`src/rtl/tfb_pkg.sv`:
```
// ----------------------------------------------------------------------------
// tfb_pkg
// Shared types, constants and the base throughput table for the transmit
// rate fallback block.
// ----------------------------------------------------------------------------
package tfb_pkg;

    localparam int COUNT_WIDTH_DEF = 16;

    localparam int NUM_RATES  = 12;
    localparam int TOTAL_SLOT = 12;
    localparam int NUM_SLOTS  = 13;
    localparam int RATE_W     = 4;
    localparam int TPUT_W     = 10;
    localparam int TICK_W     = 16;
    localparam int CFG_IDX_W  = 3;
    localparam int CFG_DATA_W = 16;

    localparam logic [RATE_W-1:0] IDX_11M = 4'd3;
    localparam logic [RATE_W-1:0] IDX_6M  = 4'd4;

    localparam logic [NUM_RATES-1:0] AUTO_MASK = 12'hFCF;
    localparam logic [TICK_W-1:0]    TICK_MAX  = 16'hFFFF;

    // configuration register indexes
    localparam logic [CFG_IDX_W-1:0] CFG_RATE_MASK    = 3'd0;
    localparam logic [CFG_IDX_W-1:0] CFG_BAND_5GHZ    = 3'd1;
    localparam logic [CFG_IDX_W-1:0] CFG_OK_THRESH    = 3'd2;
    localparam logic [CFG_IDX_W-1:0] CFG_FAIL_THRESH  = 3'd3;
    localparam logic [CFG_IDX_W-1:0] CFG_TIMEOUT      = 3'd4;

    localparam logic MODE_REPORT = 1'b0;
    localparam logic MODE_TICK   = 1'b1;

    typedef struct packed {
        logic              mode;
        logic [RATE_W-1:0] rate_index;
        logic              success;
        logic              scanning;
    } req_t;

    typedef struct packed {
        logic [RATE_W-1:0] current_rate;
        logic              decided;
    } rsp_t;

    typedef struct packed {
        logic              clear;
        logic              bump;
        logic              success;
        logic [RATE_W-1:0] rate;
    } bank_ctrl_t;

    function automatic logic [TPUT_W-1:0] base_tput(input logic [RATE_W-1:0] idx);
        logic [TPUT_W-1:0] val;
        case (idx)
            4'd0:    val = 10'd10;
            4'd1:    val = 10'd20;
            4'd2:    val = 10'd55;
            4'd3:    val = 10'd110;
            4'd4:    val = 10'd60;
            4'd5:    val = 10'd90;
            4'd6:    val = 10'd120;
            4'd7:    val = 10'd180;
            4'd8:    val = 10'd240;
            4'd9:    val = 10'd360;
            4'd10:   val = 10'd480;
            4'd11:   val = 10'd540;
            default: val = 10'd0;
        endcase
        return val;
    endfunction

endpackage

```
`src/rtl/tfb_count_bank.sv`:
```
// ----------------------------------------------------------------------------
// tfb_count_bank
// Saturating success and failure counters per rate plus the totals, with
// one selectable read port and a clear-all.
// ----------------------------------------------------------------------------
module tfb_count_bank #(
    parameter int COUNT_WIDTH = tfb_pkg::COUNT_WIDTH_DEF
) (
    input  logic                          clk,
    input  logic                          rst_n,
    input  tfb_pkg::bank_ctrl_t           ctrl,
    input  logic [tfb_pkg::RATE_W-1:0]    rd_addr,
    output logic [COUNT_WIDTH-1:0]        rd_ok,
    output logic [COUNT_WIDTH-1:0]        rd_fail,
    output logic [COUNT_WIDTH-1:0]        tot_ok,
    output logic [COUNT_WIDTH-1:0]        tot_fail
);

    localparam logic [COUNT_WIDTH-1:0] CNT_MAX = {COUNT_WIDTH{1'b1}};

    logic [COUNT_WIDTH-1:0] ok_reg   [tfb_pkg::NUM_SLOTS];
    logic [COUNT_WIDTH-1:0] fail_reg [tfb_pkg::NUM_SLOTS];
    logic                   rate_ok;

    assign rate_ok = ctrl.rate < tfb_pkg::RATE_W'(tfb_pkg::NUM_RATES);

    always_ff @(posedge clk or negedge rst_n)
    begin
        if (!rst_n)
        begin
            for (int i = 0; i < tfb_pkg::NUM_SLOTS; i++)
            begin
                ok_reg[i]   <= '0;
                fail_reg[i] <= '0;
            end
        end
        else if (ctrl.clear)
        begin
            for (int i = 0; i < tfb_pkg::NUM_SLOTS; i++)
            begin
                ok_reg[i]   <= '0;
                fail_reg[i] <= '0;
            end
        end
        else if (ctrl.bump && rate_ok)
        begin
            for (int i = 0; i < tfb_pkg::NUM_SLOTS; i++)
            begin
                if ((ctrl.rate == tfb_pkg::RATE_W'(i)) || (i == tfb_pkg::TOTAL_SLOT))
                begin
                    if (ctrl.success)
                    begin
                        if (ok_reg[i] != CNT_MAX)
                            ok_reg[i] <= ok_reg[i] + 1'b1;
                    end
                    else
                    begin
                        if (fail_reg[i] != CNT_MAX)
                            fail_reg[i] <= fail_reg[i] + 1'b1;
                    end
                end
            end
        end
    end

    assign rd_ok    = ok_reg[rd_addr];
    assign rd_fail  = fail_reg[rd_addr];
    assign tot_ok   = ok_reg[tfb_pkg::TOTAL_SLOT];
    assign tot_fail = fail_reg[tfb_pkg::TOTAL_SLOT];

endmodule

```
`src/rtl/tfb_tput_unit.sv`:
```
// ----------------------------------------------------------------------------
// tfb_tput_unit
// Shared throughput estimator: base * ok / (ok + w * fail), one multiply
// then a restoring division that retires one quotient bit per cycle.
// ----------------------------------------------------------------------------
module tfb_tput_unit #(
    parameter int COUNT_WIDTH = tfb_pkg::COUNT_WIDTH_DEF
) (
    input  logic                          clk,
    input  logic                          rst_n,
    input  logic                          start,
    input  logic [tfb_pkg::TPUT_W-1:0]    base,
    input  logic                          heavy,
    input  logic [COUNT_WIDTH-1:0]        ok,
    input  logic [COUNT_WIDTH-1:0]        fail,
    output logic                          done,
    output logic [tfb_pkg::TPUT_W-1:0]    tput
);

    localparam int QW     = tfb_pkg::TPUT_W;
    localparam int NW     = COUNT_WIDTH + QW;
    localparam int DENW   = COUNT_WIDTH + 3;
    localparam int DW     = DENW + QW - 1;
    localparam int STEP_W = $clog2(QW);
    localparam logic [STEP_W-1:0] LAST_STEP = STEP_W'(QW - 1);

    logic [NW-1:0]     rem_reg;
    logic [DW-1:0]     dsh_reg;
    logic [QW-1:0]     q_reg;
    logic [STEP_W-1:0] step_reg;
    logic              busy_reg;
    logic              done_reg;

    logic [DENW-1:0]   den;
    logic [DENW-1:0]   fail_w;
    logic              fits;

    assign fail_w = heavy ? {1'b0, fail, 2'b00} : DENW'(fail);
    assign den    = DENW'(ok) + fail_w;
    assign fits   = DW'(rem_reg) >= dsh_reg;

    always_ff @(posedge clk or negedge rst_n)
    begin
        if (!rst_n)
        begin
            busy_reg <= 1'b0;
            done_reg <= 1'b0;
            step_reg <= '0;
        end
        else
        begin
            done_reg <= 1'b0;
            if (start)
            begin
                step_reg <= '0;
                // no outcomes: keep the base value
                if (ok == '0 && fail == '0)
                    done_reg <= 1'b1;
                else
                    busy_reg <= 1'b1;
            end
            else if (busy_reg)
            begin
                step_reg <= step_reg + 1'b1;
                if (step_reg == LAST_STEP)
                begin
                    busy_reg <= 1'b0;
                    done_reg <= 1'b1;
                end
            end
        end
    end

    always_ff @(posedge clk)
    begin
        if (start)
        begin
            rem_reg <= NW'(base) * NW'(ok);
            dsh_reg <= DW'(den) << (QW - 1);
            q_reg   <= base;
        end
        else if (busy_reg)
        begin
            if (fits)
                rem_reg <= rem_reg - dsh_reg[NW-1:0];
            q_reg   <= {q_reg[QW-2:0], fits};
            dsh_reg <= dsh_reg >> 1;
        end
    end

    assign done = done_reg;
    assign tput = q_reg;

endmodule

```
`src/rtl/tx_rate_fallback.sv`:
```
// ----------------------------------------------------------------------------
// tx_rate_fallback
// Transmit rate adaptation over 12 rate indices: outcome counters, tick
// timeout and a throughput-based drop / clean-link climb decision.
// ----------------------------------------------------------------------------
// A report passes S_REPORT and an undecided tick S_TICK before S_DONE
// registers its word; a tick during a scan goes straight to S_DONE. A decision
// walks the rates from the current one down to 0 through the shared throughput
// unit, S_LOAD and S_WAIT per rate, then clears the counters in S_APPLY.
// Throughput: one word in flight; the next is taken once the result is loaded.
// Reset: counters and tick clear, rate goes to index 0, registers to defaults.
// ----------------------------------------------------------------------------
module tx_rate_fallback #(
    parameter int COUNT_WIDTH = tfb_pkg::COUNT_WIDTH_DEF
) (
    input  logic                              clk,
    input  logic                              rst_n,
    input  logic                              req_valid,
    output logic                              req_stall,
    input  tfb_pkg::req_t                     req_data,
    output logic                              rsp_valid,
    input  logic                              rsp_stall,
    output tfb_pkg::rsp_t                     rsp_data,
    input  logic                              cfg_valid,
    output logic                              cfg_ready,
    input  logic [tfb_pkg::CFG_IDX_W-1:0]     cfg_index,
    input  logic [tfb_pkg::CFG_DATA_W-1:0]    cfg_data
);

    localparam int CMPW = (COUNT_WIDTH > tfb_pkg::TICK_W) ? COUNT_WIDTH : tfb_pkg::TICK_W;
    localparam int RW   = tfb_pkg::RATE_W;
    localparam int NR   = tfb_pkg::NUM_RATES;

    localparam logic [2:0] S_IDLE   = 3'd0;
    localparam logic [2:0] S_REPORT = 3'd1;
    localparam logic [2:0] S_TICK   = 3'd2;
    localparam logic [2:0] S_LOAD   = 3'd3;
    localparam logic [2:0] S_WAIT   = 3'd4;
    localparam logic [2:0] S_APPLY  = 3'd5;
    localparam logic [2:0] S_DONE   = 3'd6;

    logic [2:0]                    state_reg;
    logic [2:0]                    state_next;
    tfb_pkg::req_t                 item_reg;
    logic [RW-1:0]                 idx_reg;
    logic [RW-1:0]                 down_reg;
    logic [tfb_pkg::TPUT_W-1:0]    best_reg;
    logic                          first_reg;
    logic                          decided_reg;
    logic [tfb_pkg::TICK_W-1:0]    tick_reg;
    logic [RW-1:0]                 data_rate_reg;
    logic                          rsp_valid_reg;
    tfb_pkg::rsp_t                 rsp_data_reg;

    logic [NR-1:0]                 rate_mask_reg;
    logic                          band_5ghz_reg;
    logic [tfb_pkg::TICK_W-1:0]    ok_thresh_reg;
    logic [tfb_pkg::TICK_W-1:0]    fail_thresh_reg;
    logic [tfb_pkg::TICK_W-1:0]    timeout_reg;

    tfb_pkg::bank_ctrl_t           bank_ctrl;
    logic [COUNT_WIDTH-1:0]        rd_ok;
    logic [COUNT_WIDTH-1:0]        rd_fail;
    logic [COUNT_WIDTH-1:0]        tot_ok;
    logic [COUNT_WIDTH-1:0]        tot_fail;
    logic                          tput_done;
    logic [tfb_pkg::TPUT_W-1:0]    tput;

    logic [NR-1:0]                 auto_set;
    logic [RW-1:0]                 up_rate;
    logic [tfb_pkg::TICK_W-1:0]    tick_inc;
    logic [COUNT_WIDTH-1:0]        fail_diff;
    logic                          trigger;
    logic                          go_up;
    logic [RW-1:0]                 pick_rate;
    logic [RW-1:0]                 final_rate;
    logic                          take_rsp;
    logic                          better;

    // ---------------- shared datapath ----------------
    tfb_count_bank #(
        .COUNT_WIDTH (COUNT_WIDTH)
    ) u_bank (
        .clk      (clk),
        .rst_n    (rst_n),
        .ctrl     (bank_ctrl),
        .rd_addr  (idx_reg),
        .rd_ok    (rd_ok),
        .rd_fail  (rd_fail),
        .tot_ok   (tot_ok),
        .tot_fail (tot_fail)
    );

    tfb_tput_unit #(
        .COUNT_WIDTH (COUNT_WIDTH)
    ) u_tput (
        .clk   (clk),
        .rst_n (rst_n),
        .start (state_reg == S_LOAD),
        .base  (tfb_pkg::base_tput(idx_reg)),
        .heavy (idx_reg < tfb_pkg::IDX_11M),
        .ok    (rd_ok),
        .fail  (rd_fail),
        .done  (tput_done),
        .tput  (tput)
    );

    always_comb
    begin
        bank_ctrl         = '0;
        bank_ctrl.clear   = (state_reg == S_APPLY);
        bank_ctrl.bump    = (state_reg == S_REPORT);
        bank_ctrl.success = item_reg.success;
        bank_ctrl.rate    = item_reg.rate_index;
    end

    // ---------------- decision helpers ----------------
    assign auto_set = tfb_pkg::AUTO_MASK & rate_mask_reg;

    always_comb
    begin
        up_rate = '0;
        for (int i = 0; i < NR; i++)
        begin
            if (auto_set[i])
                up_rate = RW'(i);
        end
    end

    assign tick_inc  = (tick_reg == tfb_pkg::TICK_MAX) ? tick_reg : tick_reg + 1'b1;
    assign fail_diff = (tot_fail > tot_ok) ? (tot_fail - tot_ok) : '0;
    assign trigger   = !((CMPW'(tot_ok) < CMPW'(ok_thresh_reg)) &&
                         (CMPW'(fail_diff) < CMPW'(fail_thresh_reg)) &&
                         (tick_inc < timeout_reg));

    assign go_up = (tot_ok != '0) ? ((COUNT_WIDTH+2)'(tot_ok) > {tot_fail, 2'b00})
                                  : (tot_fail == '0);
    assign pick_rate  = go_up ? up_rate : down_reg;
    assign final_rate = (band_5ghz_reg && pick_rate <= tfb_pkg::IDX_11M) ? tfb_pkg::IDX_6M
                                                                         : pick_rate;

    assign better   = (tput > best_reg) && auto_set[idx_reg];
    assign take_rsp = !rsp_valid_reg || !rsp_stall;

    // ---------------- sequencer ----------------
    always_comb
    begin
        state_next = state_reg;
        case (state_reg)
            S_IDLE:
            begin
                if (req_valid)
                begin
                    if (req_data.mode == tfb_pkg::MODE_REPORT)
                        state_next = S_REPORT;
                    else if (req_data.scanning)
                        state_next = S_DONE;
                    else
                        state_next = S_TICK;
                end
            end
            S_REPORT: state_next = S_DONE;
            S_TICK:   state_next = trigger ? S_LOAD : S_DONE;
            S_LOAD:   state_next = S_WAIT;
            S_WAIT:
            begin
                if (tput_done)
                    state_next = (idx_reg == '0) ? S_APPLY : S_LOAD;
            end
            S_APPLY:  state_next = S_DONE;
            S_DONE:
            begin
                if (take_rsp)
                    state_next = S_IDLE;
            end
            default:  state_next = S_IDLE;
        endcase
    end

    always_ff @(posedge clk or negedge rst_n)
    begin
        if (!rst_n)
        begin
            state_reg     <= S_IDLE;
            decided_reg   <= 1'b0;
            first_reg     <= 1'b0;
            idx_reg       <= '0;
            tick_reg      <= '0;
            data_rate_reg <= '0;
            rsp_valid_reg <= 1'b0;
        end
        else
        begin
            state_reg <= state_next;
            case (state_reg)
                S_IDLE:
                begin
                    decided_reg <= 1'b0;
                end
                S_TICK:
                begin
                    // timeout clears the tick counter
                    if (trigger && tick_inc >= timeout_reg)
                        tick_reg <= '0;
                    else
                        tick_reg <= tick_inc;
                    idx_reg   <= data_rate_reg;
                    first_reg <= 1'b1;
                end
                S_WAIT:
                begin
                    if (tput_done)
                    begin
                        first_reg <= 1'b0;
                        if (idx_reg != '0)
                            idx_reg <= idx_reg - 1'b1;
                    end
                end
                S_APPLY:
                begin
                    data_rate_reg <= final_rate;
                    decided_reg   <= 1'b1;
                end
                default:
                begin
                end
            endcase

            if (state_reg == S_DONE && take_rsp)
                rsp_valid_reg <= 1'b1;
            else if (!rsp_stall)
                rsp_valid_reg <= 1'b0;
        end
    end

    always_ff @(posedge clk)
    begin
        if (state_reg == S_IDLE && req_valid)
            item_reg <= req_data;
        if (state_reg == S_WAIT && tput_done && (first_reg || better))
        begin
            best_reg <= tput;
            down_reg <= idx_reg;
        end
        if (state_reg == S_DONE && take_rsp)
        begin
            rsp_data_reg.current_rate <= data_rate_reg;
            rsp_data_reg.decided      <= decided_reg;
        end
    end

    // ---------------- configuration ----------------
    always_ff @(posedge clk or negedge rst_n)
    begin
        if (!rst_n)
        begin
            rate_mask_reg   <= {NR{1'b1}};
            band_5ghz_reg   <= 1'b0;
            ok_thresh_reg   <= 16'd100;
            fail_thresh_reg <= 16'd10;
            timeout_reg     <= 16'd10;
        end
        else if (cfg_valid)
        begin
            case (cfg_index)
                tfb_pkg::CFG_RATE_MASK:   rate_mask_reg   <= cfg_data[NR-1:0];
                tfb_pkg::CFG_BAND_5GHZ:   band_5ghz_reg   <= cfg_data[0];
                tfb_pkg::CFG_OK_THRESH:   ok_thresh_reg   <= cfg_data;
                tfb_pkg::CFG_FAIL_THRESH: fail_thresh_reg <= cfg_data;
                tfb_pkg::CFG_TIMEOUT:     timeout_reg     <= cfg_data;
                default:
                begin
                end
            endcase
        end
    end

    assign cfg_ready = 1'b1;
    assign req_stall = (state_reg != S_IDLE);
    assign rsp_valid = rsp_valid_reg;
    assign rsp_data  = rsp_data_reg;

    // ---------------- assertions ----------------
    a_clear_after_apply: assert property (@(posedge clk) disable iff (!rst_n)
        (state_reg == S_APPLY) |=> (tot_ok == '0 && tot_fail == '0))
        else $error("counters not cleared after decision");

    a_done_only_waiting: assert property (@(posedge clk) disable iff (!rst_n)
        tput_done |-> (state_reg == S_WAIT))
        else $error("throughput result outside wait state");

    a_rate_in_range: assert property (@(posedge clk) disable iff (!rst_n)
        (state_reg == S_APPLY) |=> (data_rate_reg < RW'(NR)))
        else $error("decided rate out of range");

    a_report_no_decision: assert property (@(posedge clk) disable iff (!rst_n)
        (state_reg == S_REPORT) |=> !decided_reg)
        else $error("report flagged as decision");

endmodule
```
`config.mk`:
```
export PLATFORM = sky130hd
export DESIGN_NAME = tx_rate_fallback
export DESIGN_NICKNAME = d
export VERILOG_FILES = /design/src/rtl/tfb_pkg.sv /design/src/rtl/tfb_count_bank.sv /design/src/rtl/tfb_tput_unit.sv /design/src/rtl/tx_rate_fallback.sv
export SDC_FILE = /design/constraint.sdc
export NUM_CORES = 2
export LEC_CHECK = 0
export BUFFER_PORTS_ARGS = -buffer_cell sky130_fd_sc_hd__buf_2
export CORE_MARGIN = 4
export CORE_UTILIZATION = 45
export CTS_CLUSTER_SIZE = 30
export DETAILED_ROUTE_END_ITERATION = 8
export PLACE_DENSITY = 0.6
export SLEW_MARGIN = 20
export SYNTH_ARGS = -nofsm -noshare
export SYNTH_HDL_FRONTEND = slang
export SYNTH_SLANG_ARGS = --single-unit
```
`constraint.sdc`:
```
create_clock -name clk -period 15.12 [get_ports clk]
set_input_delay 3.024 -clock clk [delete_from_list [all_inputs] [get_ports clk]]
set_output_delay 3.024 -clock clk [all_outputs]
set_load 0.01 [all_outputs]
```
# Word-level counts from Yosys, hierarchy flattened
# Memory sizes are Yosys's and may differ from the RTL's.
# Index checks and enable logic that the tools add are counted.
# op_classes
n_addsub	32
mul	1
order_cmp	13
n_eq_ne	56
muxes	137
n_bitwise	1
reduce_logical	106
# ops
operator	n
2-to-1 mux 16 bit	83
2-to-1 mux 208 bit	4
adder 16 x 1 -> 16 bit (second input constant)	27
!= test 16 bit (second input constant)	26
binary-select mux 16 bit (select 4 bit)	2
AND reduction 4 bit	24
nonzero test 2 bit	44
2-to-1 mux 26 bit	3
2-to-1 mux 28 bit	2
2-to-1 mux 4 bit	14
logical NOT 16 bit	3
< comparator 16 bit	3
>= comparator 26 x 28 -> 1 bit	1
multiplier 10 x 16 -> 26 bit	1
subtractor 26 bit	1
2-to-1 mux 3 bit	7
== test 4 bit (second input constant)	5
2-to-1 mux 10 bit	2
adder 16 x 19 -> 19 bit	1
greater-than comparator 16 x 18 -> 1 bit	1
2-to-1 mux 18 bit	1
one-hot mux 3 bit (6 select lines)	1
== test 16 bit (second input constant)	1
== test 4 x 3 -> 1 bit (second input constant)	4
34 further kinds	85
# word_totals
register_bits	601
mem_bits_ro	160
input_bits	31
output_inout_bits	8
wordCells	398
mem_count	1
# memory_table
name	depth	word_bits	read_ports	rd_clocked_by_memory_dff	write_ports	line_no	text
(name not given)	16	10	1	0	0	tfb_pkg.sv:56	case (idx)

# Logic depth before layout (Yosys ltp)
# logic_depth
depth_word	13
depth_mapped	32
depth_no_buf	26

# By module
# Synthesis repeated with hierarchy kept, for this count alone.
# hier_totals
cells_unflattened	4822
area_unflattened_um2	44281.2
# by_module_without_submodules
mod	instances	cells_each	area_per_inst_um2	seq_area_each_um2
tfb_count_bank	1	2812	26280.2	10410.0
tfb_tput_unit	1	1142	10177.3	1981.9
tx_rate_fallback	1	868	7823.8	2969.1

# Worst setup path after synthesis
# No wires, ideal clock.
# synth_path
path_type	register to register
start	register idx_reg[0]
end	register u_tput.rem_reg[23], data pin
setup_ps	260
t_arrival_ps	7875
t_required_ps	14860
slack_ps	6985
path_stages_with_launch	31
n_path_buf	7
period_less_slack_ps	8135
cell_sequence	dfrtp_1 -> buf_6 -> buf_4 -> buf_4 -> buf_4 -> buf_2 -> buf_2 -> clkinv_1 -> ha_1 -> nor2_1 -> a21oi_1 -> o22ai_1 -> clkbuf_1 -> nand2_1 -> fa_1 -> inv_1 -> fa_1 -> fa_1 -> fa_1 -> inv_1 -> fa_1 -> inv_1 -> ha_1 -> and2_1 -> a22o_1 -> a311oi_1 -> nand4b_1 -> a21oi_1 -> o21a_1 -> o211ai_1 -> mux2_2
# synth_between
elab_chain_cells	6
word_cells_on_any_way	7
cone_classes	mul: 1; mux: 4; bitwise: 1; memory: 1
# synth_lines
element	line_no	text
from (decl)	tx_rate_fallback.sv:45	logic [RW-1:0] idx_reg;
from (signal assigned)	tx_rate_fallback.sv:207	idx_reg <= data_rate_reg;
from (signal assigned)	tx_rate_fallback.sv:216	idx_reg <= idx_reg - 1'b1;
inverter 4 -> 5 bit (not written as such)	tfb_count_bank.sv:66	assign rd_ok = ok_reg[rd_addr];
binary-select mux 16 bit (select 4 bit)	tfb_count_bank.sv:66	
2-to-1 mux 16 bit (not written as such) (2 in series)	tfb_count_bank.sv:66	
multiplier 10 x 16 -> 26 bit (*)	tfb_tput_unit.sv:78	rem_reg <= NW'(base) * NW'(ok);
2-to-1 mux 26 bit (*)	tfb_tput_unit.sv:76	if (start)
to (signal assigned)	tfb_tput_unit.sv:78	
to (signal assigned)	tfb_tput_unit.sv:85	rem_reg <= rem_reg - dsh_reg[NW-1:0];
to (decl)	tfb_tput_unit.sv:27	logic [NW-1:0] rem_reg;
# Every way passes the cells marked *; elsewhere a longest branch is shown, timed or not. The select of a mux whose other input is x is not followed.
# A chain may end at the register's enable or synchronous reset.

# Final worst setup path
# Same ends and word-level chain as after synthesis.

==> flow_summary.json <==
{
  "syn_area_per_cell_um2": 9.216,
  "design_area_um2": 45550,
  "cp_slowest_stage_delay_ps": 760,
  "area_growth_pct": 9.322,
  "crit_chain": "buf_4, mux4_2, mux2i_1, nor2_1, a21oi_1, inv_1, nand2_1, fa_1, inv_1, fa_1, fa_1, fa_1, inv_1, fa_1, inv_1, ha_1, and2_1, a22o_1, a311oi_1, nand4b_1, a21oi_1, o21a_1, o211ai_1, mux2_2",
  "hold_path_depth": 0,
  "synth_fp_nets": 4889,
  "dp_hpwl_mm": 84.08,
  "routed_wl_mm": 113.4,
  "critPathArrivalTime_ps": 9290,
  "die_area_um2": 97520,
  "critPathKind": "register to register",
  "critical_path_required_ps": 15490,
  "post_cts_buffers": 0,
  "cts_made_buffers": 73,
  "fin_skew_ps": 36.90,
  "crit_path_top_delay_cell": "dfrtp_4",
  "status": "complete, no violations",
  "synth_edf_count": 79,
  "cts_tree": "built",
  "synth_flop_cell": "dfrtp_1",
  "relSlewSlack_pct": 31.41,
  "cts.sinks": 599,
  "start_util_pct": 45.38,
  "drc_errors": 0,
  "synth_top_area_share_pct": 29.67,
  "grt_pass1_wl_mm": 182.2,
  "drive_above_1_share_pct": 7.785,
  "crit_top_cell": "fa_1",
  "netlist_area_um2": 41660,
  "routedWlPerCell_um": 19.54,
  "synthSimpleGateAreaFrac_pct": 19.60,
  "synth-seq-cells": 599,
  "tightest_slew_ps": 1021,
  "ctsResizeCount": 0,
  "io_buffers": 37,
  "clk_latency_ps": 640,
  "die_width_um": 312.3,
  "synth_compound_area_share_pct": 10.60,
  "cts_buffer_depth": 3,
  "n_fill_cell": 8524,
  "drt_iter0_markers": 2800,
  "row_count": 111,
  "p_per_area_nw_per_um2": 78.48,
  "routed_via_density": 5.638,
  "drtAntennaViolNets": 0,
  "cts.hold.buffers_added": 0,
  "synth_mux_area_share_pct": 7.664,
  "async_reset_ff_share_pct": 85.31,
  "setup_violations": 0,
  "reg2reg_depth": 24,
  "fmax_ghz": 0.1120,
  "synth_xor_area_share_pct": 8.409,
  "synth-adder-area-share_pct": 12.16,
  "place_congestion": 0.9233,
  "start_kind": "register",
  "rsz0062_at_grt": "no",
  "grt_pass1_vias": 31430,
  "overflow": 0,
  "synthTopCellsByArea": "dfrtp_1 (30%), ha_1 (6.7%), edfxtp_1 (5.7%)",
  "cts_root_buf": "clkbuf_16",
  "finalMaxSlewViolations": 0,
  "ir_drop_uv": 69.14,
  "finalHoldViolations": 0,
  "place_area_um2": 43110,
  "vias": 32720,
  "yosysUniqueCellTypes": 83,
  "period_minus_slack_ps": 8927,
  "die_h_um": 312.3,
  "critPathMaxFanout": 42,
  "fin_tns_setup_ps": 0,
  "fp.coreArea_um2": 91800,
  "drt_first_pass_iters": 6,
  "globalRouteTotalUtil_pct": 23.26,
  "yosys.area.top_type": "dfrtp_1",
  "synthCells": 4521,
  "nets": 4873,
  "p_leak_nw": 20.19,
  "synth_seq_area_share_pct": 36.87,
  "antenna_found_initial": 0,
  "grt_max_degree": 128,
  "htreeDepth": 3,
  "yosys_warnings": 0,
  "clk_pin_slew_ps": 60,
  "finalCritPeriodShare_pct": 59.04,
  "postLayoutSetupSlackWorst_ps": 6193,
  "num_io_pins": 39,
  "worstSetupEndpointType": "register",
  "synth_top_family_by_area": "simple AND/OR/NAND/NOR gates",
  "cap_violations": 0,
  "pre_cts_ws_ps": 6272,
  "hold_class": "register to register"
}
Yosys cell counts, types with 25 or more instances:
library cell / number
a21o_1: 61
a21oi_1: 167
a31oi_1: 25
and2_1: 31
and3_1: 57
and4_1: 42
clkbuf_1: 124
dfrtp_1: 494
edfxtp_1: 79
fa_1: 113
ha_1: 224
inv_1: 319
mux2_2: 31
mux2i_1: 133
mux4_2: 65
nand2_1: 448
nand3_1: 183
nand4_1: 122
nor2_1: 588
nor2b_1: 26
nor3_1: 98
nor4_1: 38
o21a_1: 37
o21ai_0: 206
o22ai_1: 30
or3_1: 44
xnor2_1: 178
xor2_1: 222
through the flow:
step                      hold WS, ps  util (%)  total power [mW]  std cells
after global placement          444.7     46.96             1.838       5673
after detailed placement        442.1     46.96             1.841       5673
after global routing            471.5     49.61             3.706       5803
final                           457.4     49.61             3.575       5804
after CTS                       455.4     49.59             3.619       5803
after floorplan                 425.6         -             1.780       4521
worst max-delay path, delay by kind of cell, from the launching register on:
family                   cells  cell delay [ps]
AO/OA/AOI/OAI                6             1990
adder cells (fa/ha/maj)      6             2760
buffers and inverters        5             1100
flip-flops                   1              760
multiplexers                 3             1260
AND/OR/NAND/NOR              4              710
metal layers:
metal / routed length [um] / vias to the layer above / global-route usage, %
li1: - / 15710 / -
met1: 53260 / 16010 / 33.95
met2: 50570 / 834 / 35.88
met3: 6454 / 166 / 3.746
met4: 3125 / 0 / 6.681
met5: 0 / - / 0
power breakdown:
part	total (mW)	internal [mW]	switching, mW
Sequential	1.69	1.67	0.0182
Clock	1.76	1.02	0.746
Combinational	0.122	0.0447	0.0768
Total	3.57	2.73	0.841
cells in the final DEF, fill, tap and decap left out, types with 25 or more instances in the layout:
| cell type | n |
|---|---|
| a21o_1 | 61 |
| a21oi_1 | 167 |
| a31oi_1 | 25 |
| and2_1 | 31 |
| and3_1 | 57 |
| and4_1 | 42 |
| buf_2 | 36 |
| buf_4 | 47 |
| clkbuf_16 | 74 |
| dfrtp_1 | 490 |
| edfxtp_1 | 79 |
| fa_1 | 113 |
| ha_1 | 224 |
| inv_1 | 319 |
| mux2_2 | 31 |
| mux2i_1 | 132 |
| mux4_2 | 65 |
| nand2_1 | 447 |
| nand3_1 | 182 |
| nand4_1 | 122 |
| nor2_1 | 586 |
| nor2b_1 | 25 |
| nor3_1 | 96 |
| nor4_1 | 38 |
| o21a_1 | 37 |
| o21ai_0 | 203 |
| o22ai_1 | 30 |
| or3_1 | 44 |
| xnor2_1 | 178 |
| xor2_1 | 222 |
logic make-up after synthesis:
family | after synthesis
simple gates | 1748
compound gates | 705
flops | 599
buf+inv | 500
xor+xnor | 400
fa+ha+maj | 337
mux | 231
other cells | 1
path summary, 6_finish.rpt:
| path | start | end | slack, ps |
|---|---|---|---|
| worst min-delay path | u_tput.tput[0]$_DFFE_PP_ | best_reg[0]$_DFFE_PP_ | 460 |
| max in group asynchronous | rst_n | u_bank.ok_reg[121]$_DFFE_PN0P_ | 10320 |
| worst max register to register | idx_reg[0]$_DFFE_PN0P_ | u_tput.rem_reg[23]$_DFFE_PP_ | 6190 |
| min in group asynchronous | rst_n | tick_reg[15]$_DFFE_PN0P_ | 2420 |
| worst min register to register | u_tput.tput[0]$_DFFE_PP_ | best_reg[0]$_DFFE_PP_ | 460 |
| worst max-delay path | idx_reg[0]$_DFFE_PN0P_ | u_tput.rem_reg[23]$_DFFE_PP_ | 6190 |
final cells by class:
cell class                      count  area, um2  area share, %
Antenna cell                        1      2.502       0.005494
Timing Repair Buffer               86      579.3          1.272
Clock inverter                     21      289.0         0.6346
Sequential cell                   599      15370          33.75
Inverter                          323       1215          2.667
Clock buffer                      109       2123          4.662
Multi-Input combinational cell   3422      24410          53.59
Tap cell                         1243       1555          3.415
(Power assumes the default switching activity.)
